`src/design/assert_macros.svh`:
```
// Assertion macros shared by the RTL.
`ifndef ASSERT_MACROS_SVH
`define ASSERT_MACROS_SVH

// Clocked check, disabled while reset is high.
`define ASSERT_CLK(label, clk, rst, prop, msg) \
   label: assert property (@(posedge clk) disable iff (rst) (prop)) else $error(msg);

// Clocked check that also holds during reset.
`define ASSERT_ALWAYS(label, clk, prop, msg) \
   label: assert property (@(posedge clk) (prop)) else $error(msg);

`endif

```
`src/design/frle_pkg.sv`:
```
`default_nettype none
package frle_pkg;

   localparam int unsigned OFS_W     = 17;
   localparam int unsigned Q_DEPTH   = 2;
   localparam int unsigned Q_PTR_W   = 1;
   localparam int unsigned Q_CNT_W   = 2;

   localparam logic [1:0] OP_START = 2'd0;
   localparam logic [1:0] OP_DATA  = 2'd1;
   localparam logic [1:0] OP_END   = 2'd2;

   localparam logic CSR_START_OFFSET = 1'b0;
   localparam logic CSR_BACKGROUND   = 1'b1;

   localparam logic [7:0] RUN_FLAG  = 8'h80;
   localparam logic [6:0] VALUE_MSK = 7'h7F;

   typedef enum logic [1:0] {
      CMD_START,
      CMD_FILL,
      CMD_END
   } cmd_kind_type;

   typedef struct packed {
      cmd_kind_type kind;
      logic [6:0]   value;
      logic [7:0]   len;
   } cmd_type;

   typedef struct packed {
      logic [15:0] start_offset;
      logic        background_present;
   } cfg_type;

   typedef struct packed {
      logic    valid;
      logic    ready;
      cmd_type cmd;
   } q_link_type;

endpackage
`default_nettype wire

```
`src/design/frle_intf.sv`:
```
`default_nettype none
interface frle_req_if;
   logic       valid;
   logic       ready;
   logic [1:0] opcode;
   logic [7:0] data_byte;

   modport source (output valid, output opcode, output data_byte, input ready);
   modport sink   (input valid, input opcode, input data_byte, output ready);
endinterface

interface frle_rsp_if;
   logic        valid;
   logic        ready;
   logic [15:0] run_start;
   logic [15:0] run_length;
   logic [7:0]  pixel_value;
   logic        from_background;

   modport source (output valid, output run_start, output run_length,
                   output pixel_value, output from_background, input ready);
   modport sink   (input valid, input run_start, input run_length,
                   input pixel_value, input from_background, output ready);
endinterface
`default_nettype wire

```
`src/design/frame_rle_run_decoder.sv`:
```
// An accepted item enters a two-entry command queue between the byte parser and the run
// unit; a popped command's run descriptor goes to the result register. Throughput: one item
// per cycle while the queue has room; the run unit pops only when no result is stalled.
// Reset (synchronous, active high) clears parser flags, pixel offset, frame-filled flag,
// queue pointers, result valid and both configuration registers; no clearing pass.
`default_nettype none
`include "assert_macros.svh"
module frame_rle_run_decoder #(
   parameter int unsigned FRAME_PIXELS = 64000
) (
   input  wire logic        clock,
   input  wire logic        reset,
   frle_req_if.sink         req_if,
   frle_rsp_if.source       rsp_if,
   input  wire logic        csr_wr_en,
   input  wire logic        csr_index,
   input  wire logic [15:0] csr_wdata
);

   logic [15:0]          start_offset_ff;
   logic                 background_ff;
   frle_pkg::cfg_type    cfg;
   frle_pkg::cmd_type    push_cmd;
   logic                 push;
   logic                 pop;
   frle_pkg::q_link_type link;

   always_ff @(posedge clock) begin
      if (reset) begin
         start_offset_ff <= 16'd0;
         background_ff   <= 1'b0;
      end else if (csr_wr_en) begin
         case (csr_index)
            frle_pkg::CSR_START_OFFSET: start_offset_ff <= csr_wdata;
            frle_pkg::CSR_BACKGROUND:   background_ff   <= csr_wdata[0];
            default: begin
            end
         endcase
      end
   end

   assign cfg.start_offset       = start_offset_ff;
   assign cfg.background_present = background_ff;

   frle_front u_front (
      .clock    (clock),
      .reset    (reset),
      .req_if   (req_if),
      .q_ready  (link.ready),
      .push_cmd (push_cmd),
      .push     (push)
   );

   frle_queue u_queue (
      .clock    (clock),
      .reset    (reset),
      .push     (push),
      .push_cmd (push_cmd),
      .pop      (pop),
      .link     (link)
   );

   frle_back #(
      .FRAME_PIXELS (FRAME_PIXELS)
   ) u_back (
      .clock  (clock),
      .reset  (reset),
      .cfg    (cfg),
      .link   (link),
      .pop    (pop),
      .rsp_if (rsp_if)
   );

   `ASSERT_CLK(a_bg_value_zero, clock, reset, rsp_if.valid && rsp_if.from_background |-> rsp_if.pixel_value == 8'd0, "background copy with nonzero value")
   `ASSERT_CLK(a_fill_len_nonzero, clock, reset, rsp_if.valid && !rsp_if.from_background |-> rsp_if.run_length != 16'd0, "fill run of zero length")
   `ASSERT_CLK(a_run_in_frame, clock, reset, rsp_if.valid |-> (32'(rsp_if.run_start) + 32'(rsp_if.run_length)) <= 32'(FRAME_PIXELS), "run extends past frame end")
   `ASSERT_ALWAYS(a_no_pop_empty, clock, pop |-> link.valid, "run unit took a command from an empty queue")

endmodule
`default_nettype wire

```
`src/design/frle_front.sv`:
```
`default_nettype none
module frle_front (
   input  wire logic       clock,
   input  wire logic       reset,
   frle_req_if.sink        req_if,
   input  wire logic       q_ready,
   output frle_pkg::cmd_type push_cmd,
   output logic            push
);

   logic       awaiting_ff, awaiting_in;
   logic       stopped_ff,  stopped_in;
   logic [6:0] pending_ff,  pending_in;
   logic       accept;

   assign req_if.ready = q_ready;
   assign accept       = req_if.valid && q_ready;

   always_comb begin
      awaiting_in    = awaiting_ff;
      stopped_in     = stopped_ff;
      pending_in     = pending_ff;
      push           = 1'b0;
      push_cmd.kind  = frle_pkg::CMD_FILL;
      push_cmd.value = 7'd0;
      push_cmd.len   = 8'd1;
      if (accept) begin
         case (req_if.opcode)
            frle_pkg::OP_START: begin
               awaiting_in   = 1'b0;
               stopped_in    = 1'b0;
               pending_in    = 7'd0;
               push          = 1'b1;
               push_cmd.kind = frle_pkg::CMD_START;
            end
            frle_pkg::OP_DATA: begin
               if (!stopped_ff) begin
                  if (awaiting_ff) begin
                     awaiting_in = 1'b0;
                     if (req_if.data_byte == 8'd0) begin
                        stopped_in = 1'b1;
                     end else begin
                        push           = 1'b1;
                        push_cmd.value = pending_ff;
                        push_cmd.len   = req_if.data_byte;
                     end
                  end else if ((req_if.data_byte & frle_pkg::RUN_FLAG) != 8'd0) begin
                     pending_in  = req_if.data_byte[6:0] & frle_pkg::VALUE_MSK;
                     awaiting_in = 1'b1;
                  end else begin
                     push           = 1'b1;
                     push_cmd.value = req_if.data_byte[6:0];
                  end
               end
            end
            frle_pkg::OP_END: begin
               awaiting_in   = 1'b0;
               push          = 1'b1;
               push_cmd.kind = frle_pkg::CMD_END;
            end
            default: begin
            end
         endcase
      end
   end

   always_ff @(posedge clock) begin
      if (reset) begin
         awaiting_ff <= 1'b0;
         stopped_ff  <= 1'b0;
         pending_ff  <= 7'd0;
      end else begin
         awaiting_ff <= awaiting_in;
         stopped_ff  <= stopped_in;
         pending_ff  <= pending_in;
      end
   end

endmodule
`default_nettype wire

```
`src/design/frle_queue.sv`:
```
`default_nettype none
module frle_queue (
   input  wire logic               clock,
   input  wire logic               reset,
   input  wire logic               push,
   input  wire frle_pkg::cmd_type  push_cmd,
   input  wire logic               pop,
   output frle_pkg::q_link_type    link
);

   frle_pkg::cmd_type                 entry_ff [frle_pkg::Q_DEPTH];
   logic [frle_pkg::Q_PTR_W-1:0]      wr_ptr_ff, wr_ptr_in;
   logic [frle_pkg::Q_PTR_W-1:0]      rd_ptr_ff, rd_ptr_in;
   logic [frle_pkg::Q_CNT_W-1:0]      count_ff,  count_in;
   logic                              do_push, do_pop;

   assign link.valid = count_ff != '0;
   assign link.ready = count_ff != frle_pkg::Q_CNT_W'(frle_pkg::Q_DEPTH);
   assign link.cmd   = entry_ff[rd_ptr_ff];

   assign do_push = push && link.ready;
   assign do_pop  = pop && link.valid;

   always_comb begin
      wr_ptr_in = do_push ? wr_ptr_ff + 1'b1 : wr_ptr_ff;
      rd_ptr_in = do_pop  ? rd_ptr_ff + 1'b1 : rd_ptr_ff;
      count_in  = count_ff;
      if (do_push && !do_pop) begin
         count_in = count_ff + 1'b1;
      end else if (do_pop && !do_push) begin
         count_in = count_ff - 1'b1;
      end
   end

   always_ff @(posedge clock) begin
      if (do_push) begin
         entry_ff[wr_ptr_ff] <= push_cmd;
      end
   end

   always_ff @(posedge clock) begin
      if (reset) begin
         wr_ptr_ff <= '0;
         rd_ptr_ff <= '0;
         count_ff  <= '0;
      end else begin
         wr_ptr_ff <= wr_ptr_in;
         rd_ptr_ff <= rd_ptr_in;
         count_ff  <= count_in;
      end
   end

endmodule
`default_nettype wire

```
`src/design/frle_back.sv`:
```
`default_nettype none
module frle_back #(
   parameter int unsigned FRAME_PIXELS = 64000
) (
   input  wire logic                 clock,
   input  wire logic                 reset,
   input  wire frle_pkg::cfg_type    cfg,
   input  wire frle_pkg::q_link_type link,
   output logic                      pop,
   frle_rsp_if.source                rsp_if
);

   localparam int unsigned OW = frle_pkg::OFS_W;
   localparam logic [OW-1:0] FRAME_END  = OW'(FRAME_PIXELS);
   localparam logic [OW-1:0] FRAME_LAST = OW'(FRAME_PIXELS - 1);

   logic [OW-1:0] offset_ff, offset_in;
   logic          filled_ff, filled_in;
   logic          out_valid_ff, out_valid_in;
   logic [15:0]   run_start_ff, run_length_ff;
   logic [7:0]    pixel_value_ff;
   logic          from_bg_ff;

   logic          emit;
   logic [OW-1:0] e_start, e_len;
   logic [7:0]    e_value;
   logic          e_bg;
   logic [OW-1:0] start_ext, start_sat, room, fill_len, req_len, end_ofs;

   assign pop       = link.valid && (!out_valid_ff || rsp_if.ready);
   assign start_ext = OW'(cfg.start_offset);
   assign start_sat = (start_ext >= FRAME_END) ? FRAME_LAST : start_ext;
   assign room      = FRAME_END - offset_ff;
   assign req_len   = OW'(link.cmd.len);
   assign fill_len  = (req_len > room) ? room : req_len;
   assign end_ofs   = offset_ff + fill_len;

   always_comb begin
      offset_in = offset_ff;
      filled_in = filled_ff;
      emit      = 1'b0;
      e_start   = offset_ff;
      e_len     = fill_len;
      e_value   = 8'd0;
      e_bg      = 1'b0;
      if (pop) begin
         case (link.cmd.kind)
            frle_pkg::CMD_START: begin
               offset_in = start_sat;
               filled_in = 1'b0;
               emit      = cfg.background_present && (start_sat != '0);
               e_start   = '0;
               e_len     = start_sat;
               e_bg      = 1'b1;
            end
            frle_pkg::CMD_FILL: begin
               if (!filled_ff) begin
                  if (fill_len == '0) begin
                     filled_in = 1'b1;
                  end else begin
                     emit      = 1'b1;
                     offset_in = end_ofs;
                     filled_in = end_ofs >= FRAME_END;
                     if (cfg.background_present && link.cmd.value == 7'd0) begin
                        e_bg = 1'b1;
                     end else begin
                        e_value = {cfg.background_present, link.cmd.value};
                     end
                  end
               end
            end
            frle_pkg::CMD_END: begin
               emit      = !filled_ff && cfg.background_present && (offset_ff < FRAME_END);
               e_len     = room;
               e_bg      = 1'b1;
               filled_in = 1'b1;
            end
            default: begin
            end
         endcase
      end
   end

   always_comb begin
      out_valid_in = out_valid_ff;
      if (pop) begin
         out_valid_in = emit;
      end else if (rsp_if.ready) begin
         out_valid_in = 1'b0;
      end
   end

   always_ff @(posedge clock) begin
      if (pop && emit) begin
         run_start_ff   <= e_start[15:0];
         run_length_ff  <= e_len[15:0];
         pixel_value_ff <= e_value;
         from_bg_ff     <= e_bg;
      end
   end

   always_ff @(posedge clock) begin
      if (reset) begin
         offset_ff    <= '0;
         filled_ff    <= 1'b0;
         out_valid_ff <= 1'b0;
      end else begin
         offset_ff    <= offset_in;
         filled_ff    <= filled_in;
         out_valid_ff <= out_valid_in;
      end
   end

   assign rsp_if.valid           = out_valid_ff;
   assign rsp_if.run_start       = run_start_ff;
   assign rsp_if.run_length      = run_length_ff;
   assign rsp_if.pixel_value     = pixel_value_ff;
   assign rsp_if.from_background = from_bg_ff;

endmodule
`default_nettype wire
```
`src/flat_wrapper.sv`:
```
// flat-port wrapper written by rule: the top's interface ports become plain ports
module frame_rle_run_decoder_flat 
#(
   parameter int unsigned FRAME_PIXELS = 64000
)
  (clock, reset, csr_wr_en, csr_index, csr_wdata, req_if_valid, req_if_opcode, req_if_data_byte, req_if_ready, rsp_if_valid, rsp_if_run_start, rsp_if_run_length, rsp_if_pixel_value, rsp_if_from_background, rsp_if_ready);
  frle_req_if req_if_i ();
  frle_rsp_if rsp_if_i ();
  input  wire logic clock;
  input  wire logic reset;
  input  wire logic csr_wr_en;
  input  wire logic csr_index;
  input  wire logic [15:0] csr_wdata;
  input wire logic [$bits(req_if_i.valid)-1:0] req_if_valid;
  input wire logic [$bits(req_if_i.opcode)-1:0] req_if_opcode;
  input wire logic [$bits(req_if_i.data_byte)-1:0] req_if_data_byte;
  output wire logic [$bits(req_if_i.ready)-1:0] req_if_ready;
  output wire logic [$bits(rsp_if_i.valid)-1:0] rsp_if_valid;
  output wire logic [$bits(rsp_if_i.run_start)-1:0] rsp_if_run_start;
  output wire logic [$bits(rsp_if_i.run_length)-1:0] rsp_if_run_length;
  output wire logic [$bits(rsp_if_i.pixel_value)-1:0] rsp_if_pixel_value;
  output wire logic [$bits(rsp_if_i.from_background)-1:0] rsp_if_from_background;
  input wire logic [$bits(rsp_if_i.ready)-1:0] rsp_if_ready;
  assign req_if_i.valid = req_if_valid;
  assign req_if_i.opcode = req_if_opcode;
  assign req_if_i.data_byte = req_if_data_byte;
  assign req_if_ready = req_if_i.ready;
  assign rsp_if_valid = rsp_if_i.valid;
  assign rsp_if_run_start = rsp_if_i.run_start;
  assign rsp_if_run_length = rsp_if_i.run_length;
  assign rsp_if_pixel_value = rsp_if_i.pixel_value;
  assign rsp_if_from_background = rsp_if_i.from_background;
  assign rsp_if_i.ready = rsp_if_ready;
  frame_rle_run_decoder #(.FRAME_PIXELS(FRAME_PIXELS)) u_core (.clock(clock), .reset(reset), .req_if(req_if_i), .rsp_if(rsp_if_i), .csr_wr_en(csr_wr_en), .csr_index(csr_index), .csr_wdata(csr_wdata));
endmodule
```
`config.mk`:
```
export PLATFORM = sky130hd
export DESIGN_NAME = frame_rle_run_decoder_flat
export DESIGN_NICKNAME = d
export VERILOG_FILES = /design/src/design/frle_pkg.sv /design/src/design/frle_intf.sv /design/src/design/frame_rle_run_decoder.sv /design/src/design/frle_front.sv /design/src/design/frle_queue.sv /design/src/design/frle_back.sv /design/src/flat_wrapper.sv
export VERILOG_INCLUDE_DIRS = /design/src /design/src/design
export SDC_FILE = /design/constraint.sdc
export NUM_CORES = 1
export LEC_CHECK = 0
export BUFFER_PORTS_ARGS = -buffer_cell sky130_fd_sc_hd__buf_4
export CAP_MARGIN = 40
export CORE_ASPECT_RATIO = 0.75
export CORE_MARGIN = 8
export CORE_UTILIZATION = 40
export CTS_BUF_LIST = sky130_fd_sc_hd__clkbuf_4 sky130_fd_sc_hd__clkbuf_8
export CTS_CLUSTER_SIZE = 24
export DETAILED_ROUTE_END_ITERATION = 10
export PLACE_DENSITY = 0.58
export SYNTH_ARGS = -nofsm -noshare
export SYNTH_HDL_FRONTEND = slang
export SYNTH_SLANG_ARGS = --single-unit
```
`constraint.sdc`:
```
create_clock -name clock -period 11.92 [get_ports clock]
set_input_delay 0.596 -clock clock [delete_from_list [all_inputs] [get_ports clock]]
set_output_delay 0.596 -clock clock [all_outputs]
set_load 0.01 [all_outputs]
```
==> results of run 1 <==
[critical path, delay by kind of cell (launching register included)]
| family | cells | cell delay, ns |
|---|---|---|
| flops | 1 | 0.43 |
| fa+ha+maj | 3 | 0.97 |
| compound gates | 9 | 2.36 |
| xor+xnor | 1 | 0.25 |
| buf+inv | 2 | 0.20 |
| simple gates | 7 | 1.92 |
[routing by layer]
metal / global-route usage / vias to the layer above / wire length, um / part of all wire
met5: 0 / - / 0 / 0
met4: 0.05445 / 0 / 265 / 0.014
met3: 0.05621 / 25 / 1412 / 0.075
met2: 0.2467 / 193 / 7662 / 0.41
met1: 0.2526 / 2676 / 9510 / 0.50
li1: - / 2670 / - / -
[state kept, by name, indices dropped and copies added (netlist names), named ones only]
signal,count
u_core.u_back.offset_ff,17
u_core.u_back.rsp_if.valid,1
u_core.u_queue.rd_ptr_ff,1
u_core.u_queue.entry_ff,34
u_core.background_ff,1
u_core.start_offset_ff,16
u_core.u_back.rsp_if.run_length,16
u_core.u_back.filled_ff,1
u_core.u_back.rsp_if.from_background,1
u_core.u_back.rsp_if.run_start,16
u_core.u_queue.wr_ptr_ff,1
u_core.u_front.awaiting_ff,1
u_core.u_queue.count_ff,2
u_core.u_back.rsp_if.pixel_value,8
u_core.u_front.stopped_ff,1
u_core.u_front.pending_ff,7
[cell type report]
cell class,count,area [um2]
Clock inverter,11,140.1
Sequential cell,125,3253
Clock buffer,21,282.8
Fill cell,1589,8828
Timing Repair Buffer,81,619.3
Tap cell,215,269.0
Multi-Input combinational cell,515,3347
Inverter,23,86.33
[per-stage QoR]
stage                     power (mW)  std cells  hold slack (ns)  setup WS (ns)  utilization
after CTS                      1.740        991           0.3610          5.742       0.4753
after floorplan                1.125        710           0.4443          6.189            -
final                          1.744        991           0.4019          5.666       0.4753
after detailed placement       1.343        959           0.4654          5.750       0.4502
after global routing           1.849        991           0.3701          5.269       0.4753
after global placement         1.326        957           0.4601          5.993       0.4486
[worst min path at each step]
stage	startpoint	to	slack, ns	depth (start not counted)
detailed placement	u_core.start_offset_ff[7]$_SDFFE_PP0P_	u_core.start_offset_ff[7]$_SDFFE_PP0P_	0.47	2
finish	csr_wdata[15]	u_core.start_offset_ff[15]$_SDFFE_PP0P_	0.40	3
CTS	csr_wdata[15]	u_core.start_offset_ff[15]$_SDFFE_PP0P_	0.36	3
global placement	u_core.start_offset_ff[2]$_SDFFE_PP0P_	u_core.start_offset_ff[2]$_SDFFE_PP0P_	0.46	2
global route	csr_wdata[4]	u_core.start_offset_ff[4]$_SDFFE_PP0P_	0.37	3
floorplan	u_core.start_offset_ff[2]$_SDFFE_PP0P_	u_core.start_offset_ff[2]$_SDFFE_PP0P_	0.44	2
[kinds of logic after synthesis]
| group | Yosys count |
|---|---|
| and+or+nand+nor | 273 |
| DFF | 125 |
| buffers and inverters | 70 |
| adders and majority gates | 25 |
| xor gates and xnor gates | 25 |
| AOI/OAI and AO/OA | 157 |
| other | 1 |
| muxes | 33 |
[where the power goes]
group	switching (mW)	internal [mW]	leakage [nW]	total, mW
clock network	0.169	0.224	0.209	0.393
logic	0.468	0.290	1.74	0.758
registers	0.0603	0.533	1.10	0.593
total	0.697	1.05	3.05	1.74
[cell usage in the layout, fill, tap and decap left out, types with 6 or more instances in the layout]
cell,netlist,final
a211oi_1,6,6
a21o_1,10,10
a21oi_1,53,52
a22oi_1,9,9
and2_1,22,22
buf_4,1,79
clkbuf_8,0,20
dfxtp_1,50,50
edfxtp_1,75,75
ha_1,24,24
inv_1,23,23
mux2_2,11,11
mux2i_1,20,20
nand2_1,76,76
nand2b_1,13,13
nand3_1,19,19
nor2_1,72,72
nor3_1,14,14
nor4_1,11,11
o21ai_0,20,20
or2_2,6,6
or3_1,11,11
xnor2_1,15,15
xor2_1,10,10
==> flow_summary.html, run 1 <==
<table>
<tr><th>Metric</th><th>Value</th></tr>
<tr><th colspan="2">Run status</th></tr>
<tr><td>Status</td><td>complete, no violations</td></tr>
<tr><th colspan="2">Die</th></tr>
<tr><td>Io pins</td><td>75</td></tr>
<tr><td>Floorplan die area</td><td>around 0.022 mm2</td></tr>
<tr><td>Site Rows</td><td>41</td></tr>
<tr><td>Die Width</td><td>167.6 um</td></tr>
<tr><td>Core footprint</td><td>0.01683 mm2</td></tr>
<tr><td>Initial core utilization</td><td>0.4097</td></tr>
<tr><td>Die height</td><td>129.7 um</td></tr>
<tr><th colspan="2">Route</th></tr>
<tr><td>ANT nets after route</td><td>0</td></tr>
<tr><td>Overall via count from detail_route</td><td>5564</td></tr>
<tr><td>DR iter-0 viols</td><td>468</td></tr>
<tr><td>Routed wire length</td><td>approximately 19000 um</td></tr>
<tr><td>Length of the first detailed-routing pass in iterations</td><td>5</td></tr>
<tr><td>Average wire per standard cell</td><td>19.02 um</td></tr>
<tr><td>Vias per cell</td><td>5.615</td></tr>
<tr><td>Post-detailed-route DRC marker count</td><td>0</td></tr>
<tr><th colspan="2">Worst setup path</th></tr>
<tr><td>Worst setup path category</td><td>reg2reg</td></tr>
<tr><td>Worst setup EP type</td><td>flip-flop</td></tr>
<tr><td>CP startpoint kind</td><td>flip-flop</td></tr>
<tr><td>End of the critical path</td><td>u_core.u_back.filled_ff$_SDFFE_PP0P_</td></tr>
<tr><td>Critical path startpoint</td><td>u_core.u_back.offset_ff[0]$_SDFFE_PP0P_</td></tr>
<tr><td>Required time worst endpoint</td><td>12.26 ns</td></tr>
<tr><td>Number of cells on the worst reg-to-reg path</td><td>22</td></tr>
<tr><td>Reg-to-reg critical path startpoint</td><td>u_core.u_back.offset_ff[0]$_SDFFE_PP0P_</td></tr>
<tr><td>Flop-to-flop setup slack</td><td>5.67 ns</td></tr>
<tr><td>Cell chain of the critical path</td><td>inv_1 -&gt; ha_1 -&gt; or4b_1 -&gt; or3_1 -&gt; and2_1 -&gt; inv_1 -&gt; ha_1 -&gt; and3_1 -&gt; nand3_1 -&gt; nand4_1 -&gt; nor4_2 -&gt; o2111a_1 -&gt; a21oi_1 -&gt; fa_1 -&gt; a21o_1 -&gt; a21oi_1 -&gt; o21ba_2 -&gt; o21ai_0 -&gt; a31oi_1 -&gt; xor2_1 -&gt; a211oi_1 -&gt; o311a_1</td></tr>
<tr><td>Worst path slowest cell</td><td>o2111a_1</td></tr>
<tr><td>Worst-path maximum fanout</td><td>16</td></tr>
<tr><td>Worst Path Arrival</td><td>6.59 ns</td></tr>
<tr><td>Slowest stage delay, CP</td><td>roughly 0.65 ns</td></tr>
<tr><td>FF-to-FF End</td><td>u_core.u_back.filled_ff$_SDFFE_PP0P_</td></tr>
<tr><th colspan="2">Min path</th></tr>
<tr><td>Hold WC Path Type</td><td>in2reg</td></tr>
<tr><th colspan="2">Yosys</th></tr>
<tr><td>Total of flip-flops plus latches after synthesis</td><td>125</td></tr>
<tr><td>Most used standard cells in the synthesized netlist</td><td>nand2_1 (76), edfxtp_1 (75), nor2_1 (72)</td></tr>
<tr><td>Fraction of synthesis flops using an asynchronous set or reset pin</td><td>0</td></tr>
<tr><td>Share of cell area taken by muxes after synthesis</td><td>0.05246</td></tr>
<tr><td>Post-synthesis compound-gate area fraction</td><td>0.1586</td></tr>
<tr><td>Area of the mapped netlist</td><td>0.006893 mm2</td></tr>
<tr><td>Simple-gate share of the synthesized area</td><td>0.1935</td></tr>
<tr><td>Largest family of logic cells by synthesized area</td><td>simple AND/OR/NAND/NOR gates</td></tr>
<tr><td>Number of distinct library cells after synthesis</td><td>71</td></tr>
<tr><td>Share of synthesized area occupied by flip-flops and latches</td><td>0.4720</td></tr>
<tr><td>Portion of synthesized cell area occupied by the leading cell type</td><td>0.3267</td></tr>
<tr><td>Ys Warns</td><td>0</td></tr>
<tr><td>Gate Count Post-Synth</td><td>roughly 700</td></tr>
<tr><td>Post-synthesis adder-cell area fraction</td><td>0.04647</td></tr>
<tr><td>Main synth FF type</td><td>edfxtp_1</td></tr>
<tr><td>Dominant cell by count in the synthesized netlist</td><td>nand2_1</td></tr>
<tr><td>Cell type with the highest aggregate area in the netlist</td><td>edfxtp_1</td></tr>
<tr><td>Number of flops mapped to enable cells by yosys</td><td>75</td></tr>
<tr><td>Xor and xnor fraction of the mapped netlist area</td><td>0.03177</td></tr>
<tr><td>Cells taking the most area after synthesis</td><td>edfxtp_1 (33%), dfxtp_1 (15%), ha_1 (4.4%)</td></tr>
<tr><td>Per-instance average area after synthesis</td><td>9.722 um2</td></tr>
<tr><th colspan="2">Cells and area</th></tr>
<tr><td>Area growth syn-to-layout</td><td>16.03%</td></tr>
<tr><td>Post-route cell area</td><td>0.007998 mm2</td></tr>
<tr><td>Final antenna diode count</td><td>0</td></tr>
<tr><td>Share of post-route cells with drive strength above 1</td><td>0.1869</td></tr>
<tr><td>Total number of nets in the final design</td><td>820</td></tr>
<tr><th colspan="2">CTS</th></tr>
<tr><td>Number of hold buffers added after cts</td><td>0</td></tr>
<tr><td>Worst-Skew Late Latency</td><td>roughly 0.45 ns</td></tr>
<tr><td>CTS Buf Count</td><td>17</td></tr>
<tr><td>Clock net sink count</td><td>125</td></tr>
<tr><td>Number of gates given a new drive strength after cts</td><td>0</td></tr>
<tr><td>Clock root buffer</td><td>clkbuf_8</td></tr>
<tr><td>Setup fix buffers added after clock tree synthesis</td><td>0</td></tr>
<tr><td>Longest Clk Path Bufs</td><td>2</td></tr>
<tr><td>TritonCTS clock tree</td><td>done</td></tr>
<tr><td>H-Tree Depth</td><td>4</td></tr>
<tr><td>Clock transition at the registers of the reported paths</td><td>0.07 ns</td></tr>
<tr><th colspan="2">Timing</th></tr>
<tr><td>Unrepaired setup endpoints after global routing</td><td>false</td></tr>
<tr><td>Time the final worst path needs with I/O delays and setup</td><td>~6.3 ns</td></tr>
<tr><td>Number of hold-slack violations in the final timing report</td><td>0</td></tr>
<tr><td>Headroom to the max-slew limit</td><td>0.4242</td></tr>
<tr><td>Pin slew with the least headroom to its limit</td><td>0.8637 ns</td></tr>
<tr><td>Total Negative Setup Slacks</td><td>0 ns</td></tr>
<tr><td>Max-slew violation count</td><td>0</td></tr>
<tr><td>Post-Route Skew</td><td>about 0.012 ns</td></tr>
<tr><td>Number of setup violations in the final report</td><td>0</td></tr>
<tr><td>Fin crit share</td><td>0.5247</td></tr>
<tr><td>Highest clock frequency the design can meet</td><td>159.9 MHz</td></tr>
<tr><th colspan="2">Place</th></tr>
<tr><td>Weighted congestion at the end of routability-driven global placement</td><td>0.9434</td></tr>
<tr><td>Placement-stage cell area</td><td>0.007575 mm2</td></tr>
<tr><td>HPWL after detailed placement</td><td>13980 um</td></tr>
<tr><td>Count of buffers inserted at the top-level ports</td><td>74</td></tr>
<tr><th colspan="2">GRT</th></tr>
<tr><td>Wire length of the first global-routing pass</td><td>29860 um</td></tr>
<tr><td>Via count of the first global-routing pass</td><td>between 5k and 6k</td></tr>
<tr><td>Initial antenna violation count</td><td>0</td></tr>
<tr><td>Total GRT Usage</td><td>0.1763</td></tr>
<tr><td>Maximum number of pins on one net before global-route repair</td><td>46</td></tr>
<tr><td>Total overflow reported by the global router</td><td>0</td></tr>
<tr><th colspan="2">Power</th></tr>
<tr><td>Standby leakage power</td><td>between 3 and 4 nW</td></tr>
<tr><td>Total power density per cell area</td><td>approximately 220 mW/mm2</td></tr>
<tr><td>Worst vdd ir</td><td>0.1141 mV</td></tr>
<tr><th colspan="2">Flow run</th></tr>
<tr><td>Number of max-cap violations</td><td>0</td></tr>
</table>
Power figures use the tool's default switching activity.
==> run 2: changes to the inputs <==
ABC_AREA = 1   (was default)
clock period = 6.4 ns   (was 11.92 ns; I/O delays follow)
==> run 2 against run 1 <==
  * Largest power group unchanged
  * Die area is 2.2% higher
  * Sequential share of layout area decreased by 1.2 points
  * Area after synthesis increased by 2.4%
  * Sequential power up 99%
  * Design area is 3.1% higher
==> flow_summary.html, run 2 <==
<table>
<tr><th>Metric</th><th>Value</th></tr>
<tr><th colspan="2">Yosys</th></tr>
<tr><td>Per-instance average area after synthesis</td><td>8.023 um2</td></tr>
<tr><td>Share of synthesized area occupied by flip-flops and latches</td><td>0.4607</td></tr>
<tr><td>Area of the mapped netlist</td><td>0.007061 mm2</td></tr>
<tr><td>Most used standard cells in the synthesized netlist</td><td>nand2_1 (166), nor2_1 (135), inv_1 (108)</td></tr>
<tr><td>Ys Warns</td><td>0</td></tr>
<tr><td>Number of flops mapped to enable cells by yosys</td><td>75</td></tr>
<tr><td>Fraction of synthesis flops using an asynchronous set or reset pin</td><td>0</td></tr>
<tr><td>Portion of synthesized cell area occupied by the leading cell type</td><td>0.3190</td></tr>
<tr><td>Number of distinct library cells after synthesis</td><td>between 50 and 60</td></tr>
<tr><td>Gate Count Post-Synth</td><td>880</td></tr>
<tr><td>Dominant cell by count in the synthesized netlist</td><td>nand2_1</td></tr>
<tr><td>Main synth FF type</td><td>edfxtp_1</td></tr>
<tr><td>Total of flip-flops plus latches after synthesis</td><td>125</td></tr>
<tr><td>Cell type with the highest aggregate area in the netlist</td><td>edfxtp_1</td></tr>
<tr><td>Cells taking the most area after synthesis</td><td>edfxtp_1 (32%), dfxtp_1 (14%), nand2_1 (8.8%)</td></tr>
<tr><th colspan="2">Die</th></tr>
<tr><td>Site Rows</td><td>42</td></tr>
<tr><td>Core footprint</td><td>0.01745 mm2</td></tr>
<tr><td>Die Width</td><td>roughly 170 um</td></tr>
<tr><td>Floorplan die area</td><td>0.02220 mm2</td></tr>
<tr><td>Die height</td><td>131.1 um</td></tr>
<tr><td>Io pins</td><td>75</td></tr>
<tr><td>Initial core utilization</td><td>0.4047</td></tr>
<tr><th colspan="2">Route</th></tr>
<tr><td>Routed wire length</td><td>19730 um</td></tr>
<tr><td>Vias per cell</td><td>~5</td></tr>
<tr><td>ANT nets after route</td><td>0</td></tr>
<tr><td>Overall via count from detail_route</td><td>6146</td></tr>
<tr><td>Average wire per standard cell</td><td>16.28 um</td></tr>
<tr><td>Length of the first detailed-routing pass in iterations</td><td>5</td></tr>
<tr><td>DR iter-0 viols</td><td>approximately 530</td></tr>
<tr><td>Post-detailed-route DRC marker count</td><td>0</td></tr>
<tr><th colspan="2">Timing</th></tr>
<tr><td>Headroom to the max-slew limit</td><td>0.4148</td></tr>
<tr><td>Pin slew with the least headroom to its limit</td><td>0.8699 ns</td></tr>
<tr><td>Worst Slack Setup Final</td><td>between 1 and 1.5 ns</td></tr>
<tr><td>Number of hold-slack violations in the final timing report</td><td>0</td></tr>
<tr><td>Final worst hold slack</td><td>roughly 0.089 ns</td></tr>
<tr><td>Number of setup violations in the final report</td><td>0</td></tr>
<tr><td>Total Negative Setup Slacks</td><td>0 ns</td></tr>
<tr><td>Fin crit share</td><td>0.7811</td></tr>
<tr><td>Highest clock frequency the design can meet</td><td>~200 MHz</td></tr>
<tr><td>Time the final worst path needs with I/O delays and setup</td><td>4.999 ns</td></tr>
<tr><td>Post-Route Skew</td><td>about 0.016 ns</td></tr>
<tr><td>Max-slew violation count</td><td>0</td></tr>
<tr><td>Unrepaired setup endpoints after global routing</td><td>false</td></tr>
<tr><th colspan="2">Min path</th></tr>
<tr><td>Number of cells traversed by the worst hold path</td><td>3</td></tr>
<tr><td>Hold WC Path Type</td><td>in2reg</td></tr>
<tr><th colspan="2">Cells and area</th></tr>
<tr><td>Final antenna diode count</td><td>0</td></tr>
<tr><td>Filler cell count</td><td>about 1.7k</td></tr>
<tr><td>Sequential cell area</td><td>0.003253 mm2</td></tr>
<tr><td>Area growth syn-to-layout</td><td>16.83%</td></tr>
<tr><td>Leading cell type in the layout, fill and taps excluded</td><td>nand2_1</td></tr>
<tr><td>Total number of nets in the final design</td><td>~1k</td></tr>
<tr><td>Multi-input combinational cell area</td><td>0.003216 mm2</td></tr>
<tr><td>Number of flip-flops in the largest register</td><td>34</td></tr>
<tr><td>Register containing the most flip-flops in the final layout</td><td>u_core.u_queue.entry_ff</td></tr>
<tr><td>Registers with the most flip-flops</td><td>u_core.u_queue.entry_ff x34, u_core.u_back.offset_ff x17</td></tr>
<tr><td>Commonest cells after routing, fill and taps aside</td><td>nand2_1 (166), nor2_1 (134), inv_1 (107)</td></tr>
<tr><td>Share of post-route cells with drive strength above 1</td><td>0.1649</td></tr>
<tr><th colspan="2">Worst setup path</th></tr>
<tr><td>Slowest stage delay, CP</td><td>0.40 ns</td></tr>
<tr><td>Worst-path maximum fanout</td><td>7</td></tr>
<tr><td>Most prevalent standard cell on the critical path</td><td>nand2_1</td></tr>
<tr><td>Worst path slowest cell</td><td>dfxtp_1</td></tr>
<tr><td>Worst setup path category</td><td>reg2reg</td></tr>
<tr><td>Worst Path Arrival</td><td>about 5.4 ns</td></tr>
<tr><td>Number of cells on the worst reg-to-reg path</td><td>33</td></tr>
<tr><td>CP startpoint kind</td><td>flip-flop</td></tr>
<tr><td>Worst setup EP type</td><td>flip-flop</td></tr>
<tr><td>Required time worst endpoint</td><td>6.79 ns</td></tr>
<tr><th colspan="2">CTS</th></tr>
<tr><td>Clock root buffer</td><td>clkbuf_8</td></tr>
<tr><td>Clock transition at the registers of the reported paths</td><td>0.08 ns</td></tr>
<tr><td>Setup fix buffers added after clock tree synthesis</td><td>0</td></tr>
<tr><td>Longest Clk Path Bufs</td><td>2</td></tr>
<tr><td>Number of gates given a new drive strength after cts</td><td>0</td></tr>
<tr><td>TritonCTS clock tree</td><td>done</td></tr>
<tr><td>Number of hold buffers added after cts</td><td>0</td></tr>
<tr><td>CTS Buf Count</td><td>17</td></tr>
<tr><td>H-Tree Depth</td><td>4</td></tr>
<tr><td>Worst-Skew Late Latency</td><td>0.46 ns</td></tr>
<tr><td>Clock net sink count</td><td>125</td></tr>
<tr><th colspan="2">Power</th></tr>
<tr><td>Switching power total</td><td>between 1.5 and 2 mW</td></tr>
<tr><td>Worst vdd ir</td><td>0.1462 mV</td></tr>
<tr><td>Share of total power in sequential cells</td><td>0.311</td></tr>
<tr><td>Portion of total power attributed to the clock network</td><td>0.190</td></tr>
<tr><td>Standby leakage power</td><td>between 3 and 4 nW</td></tr>
<tr><td>Sw Ratio</td><td>0.4611</td></tr>
<tr><td>Combinational group share of total power</td><td>0.499</td></tr>
<tr><td>Internal power of the cells</td><td>2.047 mW</td></tr>
<tr><td>Total power density per cell area</td><td>460.4 mW/mm2</td></tr>
<tr><th colspan="2">GRT</th></tr>
<tr><td>Total overflow reported by the global router</td><td>0</td></tr>
<tr><td>Maximum number of pins on one net before global-route repair</td><td>42</td></tr>
<tr><td>Initial antenna violation count</td><td>0</td></tr>
<tr><td>Via count of the first global-routing pass</td><td>about 5.6k</td></tr>
<tr><td>Total GRT Usage</td><td>0.1802</td></tr>
<tr><td>Wire length of the first global-routing pass</td><td>30600 um</td></tr>
<tr><th colspan="2">Flow run</th></tr>
<tr><td>Number of max-cap violations</td><td>0</td></tr>
<tr><th colspan="2">Place</th></tr>
<tr><td>Weighted congestion at the end of routability-driven global placement</td><td>0.9440</td></tr>
<tr><td>Count of buffers inserted at the top-level ports</td><td>74</td></tr>
<tr><td>HPWL after detailed placement</td><td>roughly 15000 um</td></tr>
<tr><td>Setup slack at placement</td><td>1.565 ns</td></tr>
<tr><th colspan="2">Run status</th></tr>
<tr><td>Status</td><td>complete, no violations</td></tr>
</table>
## run 2: cell types whose count changed after synthesis, moves of 19 or more
cell / before / now
nand2_1: 76 / 166
inv_1: 23 / 108
nor2_1: 72 / 135
o21ai_0: 20 / 71
and2_1: 22 / 0
nand3_1: 19 / 38
## run 2: worst max-delay path: cells and delay by family (launching register included)
family	cells	cell delay [ns]
fa+ha+maj	3	0.91
xor+xnor	1	0.22
simple gates	18	1.91
flops	1	0.40
compound gates	8	1.25
buf+inv	3	0.26
## run 2: path summary, 6_finish.rpt
kind         slack (ns)                                 endpoint                                    start
max                1.40     u_core.u_back.filled_ff$_SDFFE_PP0P_  u_core.u_back.offset_ff[0]$_SDFFE_PP0P_
min                0.09  u_core.start_offset_ff[10]$_SDFFE_PP0P_                            csr_wdata[10]
max reg2reg        1.40     u_core.u_back.filled_ff$_SDFFE_PP0P_  u_core.u_back.offset_ff[0]$_SDFFE_PP0P_
min reg2reg        0.45    u_core.u_queue.rd_ptr_ff$_SDFFE_PP0P_    u_core.u_queue.rd_ptr_ff$_SDFFE_PP0P_
## run 2: cell families after synthesis
| kind of cell | Yosys count | synth area share |
|---|---|---|
| xor+xnor | 16 | 0.01985 |
| other cells | 1 | 0.0005311 |
| mux | 7 | 0.009924 |
| buf+inv | 143 | 0.08471 |
| flops | 125 | 0.4607 |
| compound gates | 173 | 0.1352 |
| fa+ha+maj | 25 | 0.04537 |
| simple gates | 390 | 0.2437 |
## run 2: power by group through the flow
stage	logic (mW)	clock network (mW)	registers [mW]
floorplan	1.34	0	1.18
global placement	1.86	0	1.20
detailed placement	1.86	0	1.20
CTS	1.87	0.733	1.18
global route	2.13	0.768	1.20
finish	1.90	0.720	1.18
## run 2: area by class of cell
type	count	area share
Clock buffer	17	0.02836
Clock inverter	15	0.02063
Inverter	119	0.05460
Multi-Input combinational cell	613	0.3898
Sequential cell	125	0.3944
Tap cell	242	0.03671
Timing Repair Buffer	81	0.07553
## run 2: layer usage
| metal | wire, um | share of wire | vias up | global-route usage |
|---|---|---|---|---|
| li1 | - | - | 3074 | - |
| met1 | 10470 | 0.53 | 2789 | 0.2785 |
| met2 | 7253 | 0.37 | 258 | 0.2326 |
| met3 | 1743 | 0.088 | 25 | 0.04788 |
| met4 | 269 | 0.014 | 0 | 0.05916 |
| met5 | 0 | 0 | - | 0 |
## run 2: per-stage QoR
stage          power [mW]    util  instance area (um2)  instances
3_5_place_dp        3.055  0.4497                 7845       1180
4_1_cts             3.783  0.4728                 8249       1212
6_report            3.798  0.4728                 8249       1212
2_1_floorplan       2.522       -                 7064        881
5_1_grt             4.095  0.4728                 8249       1212
3_3_place_gp        3.055  0.4479                 7815       1178
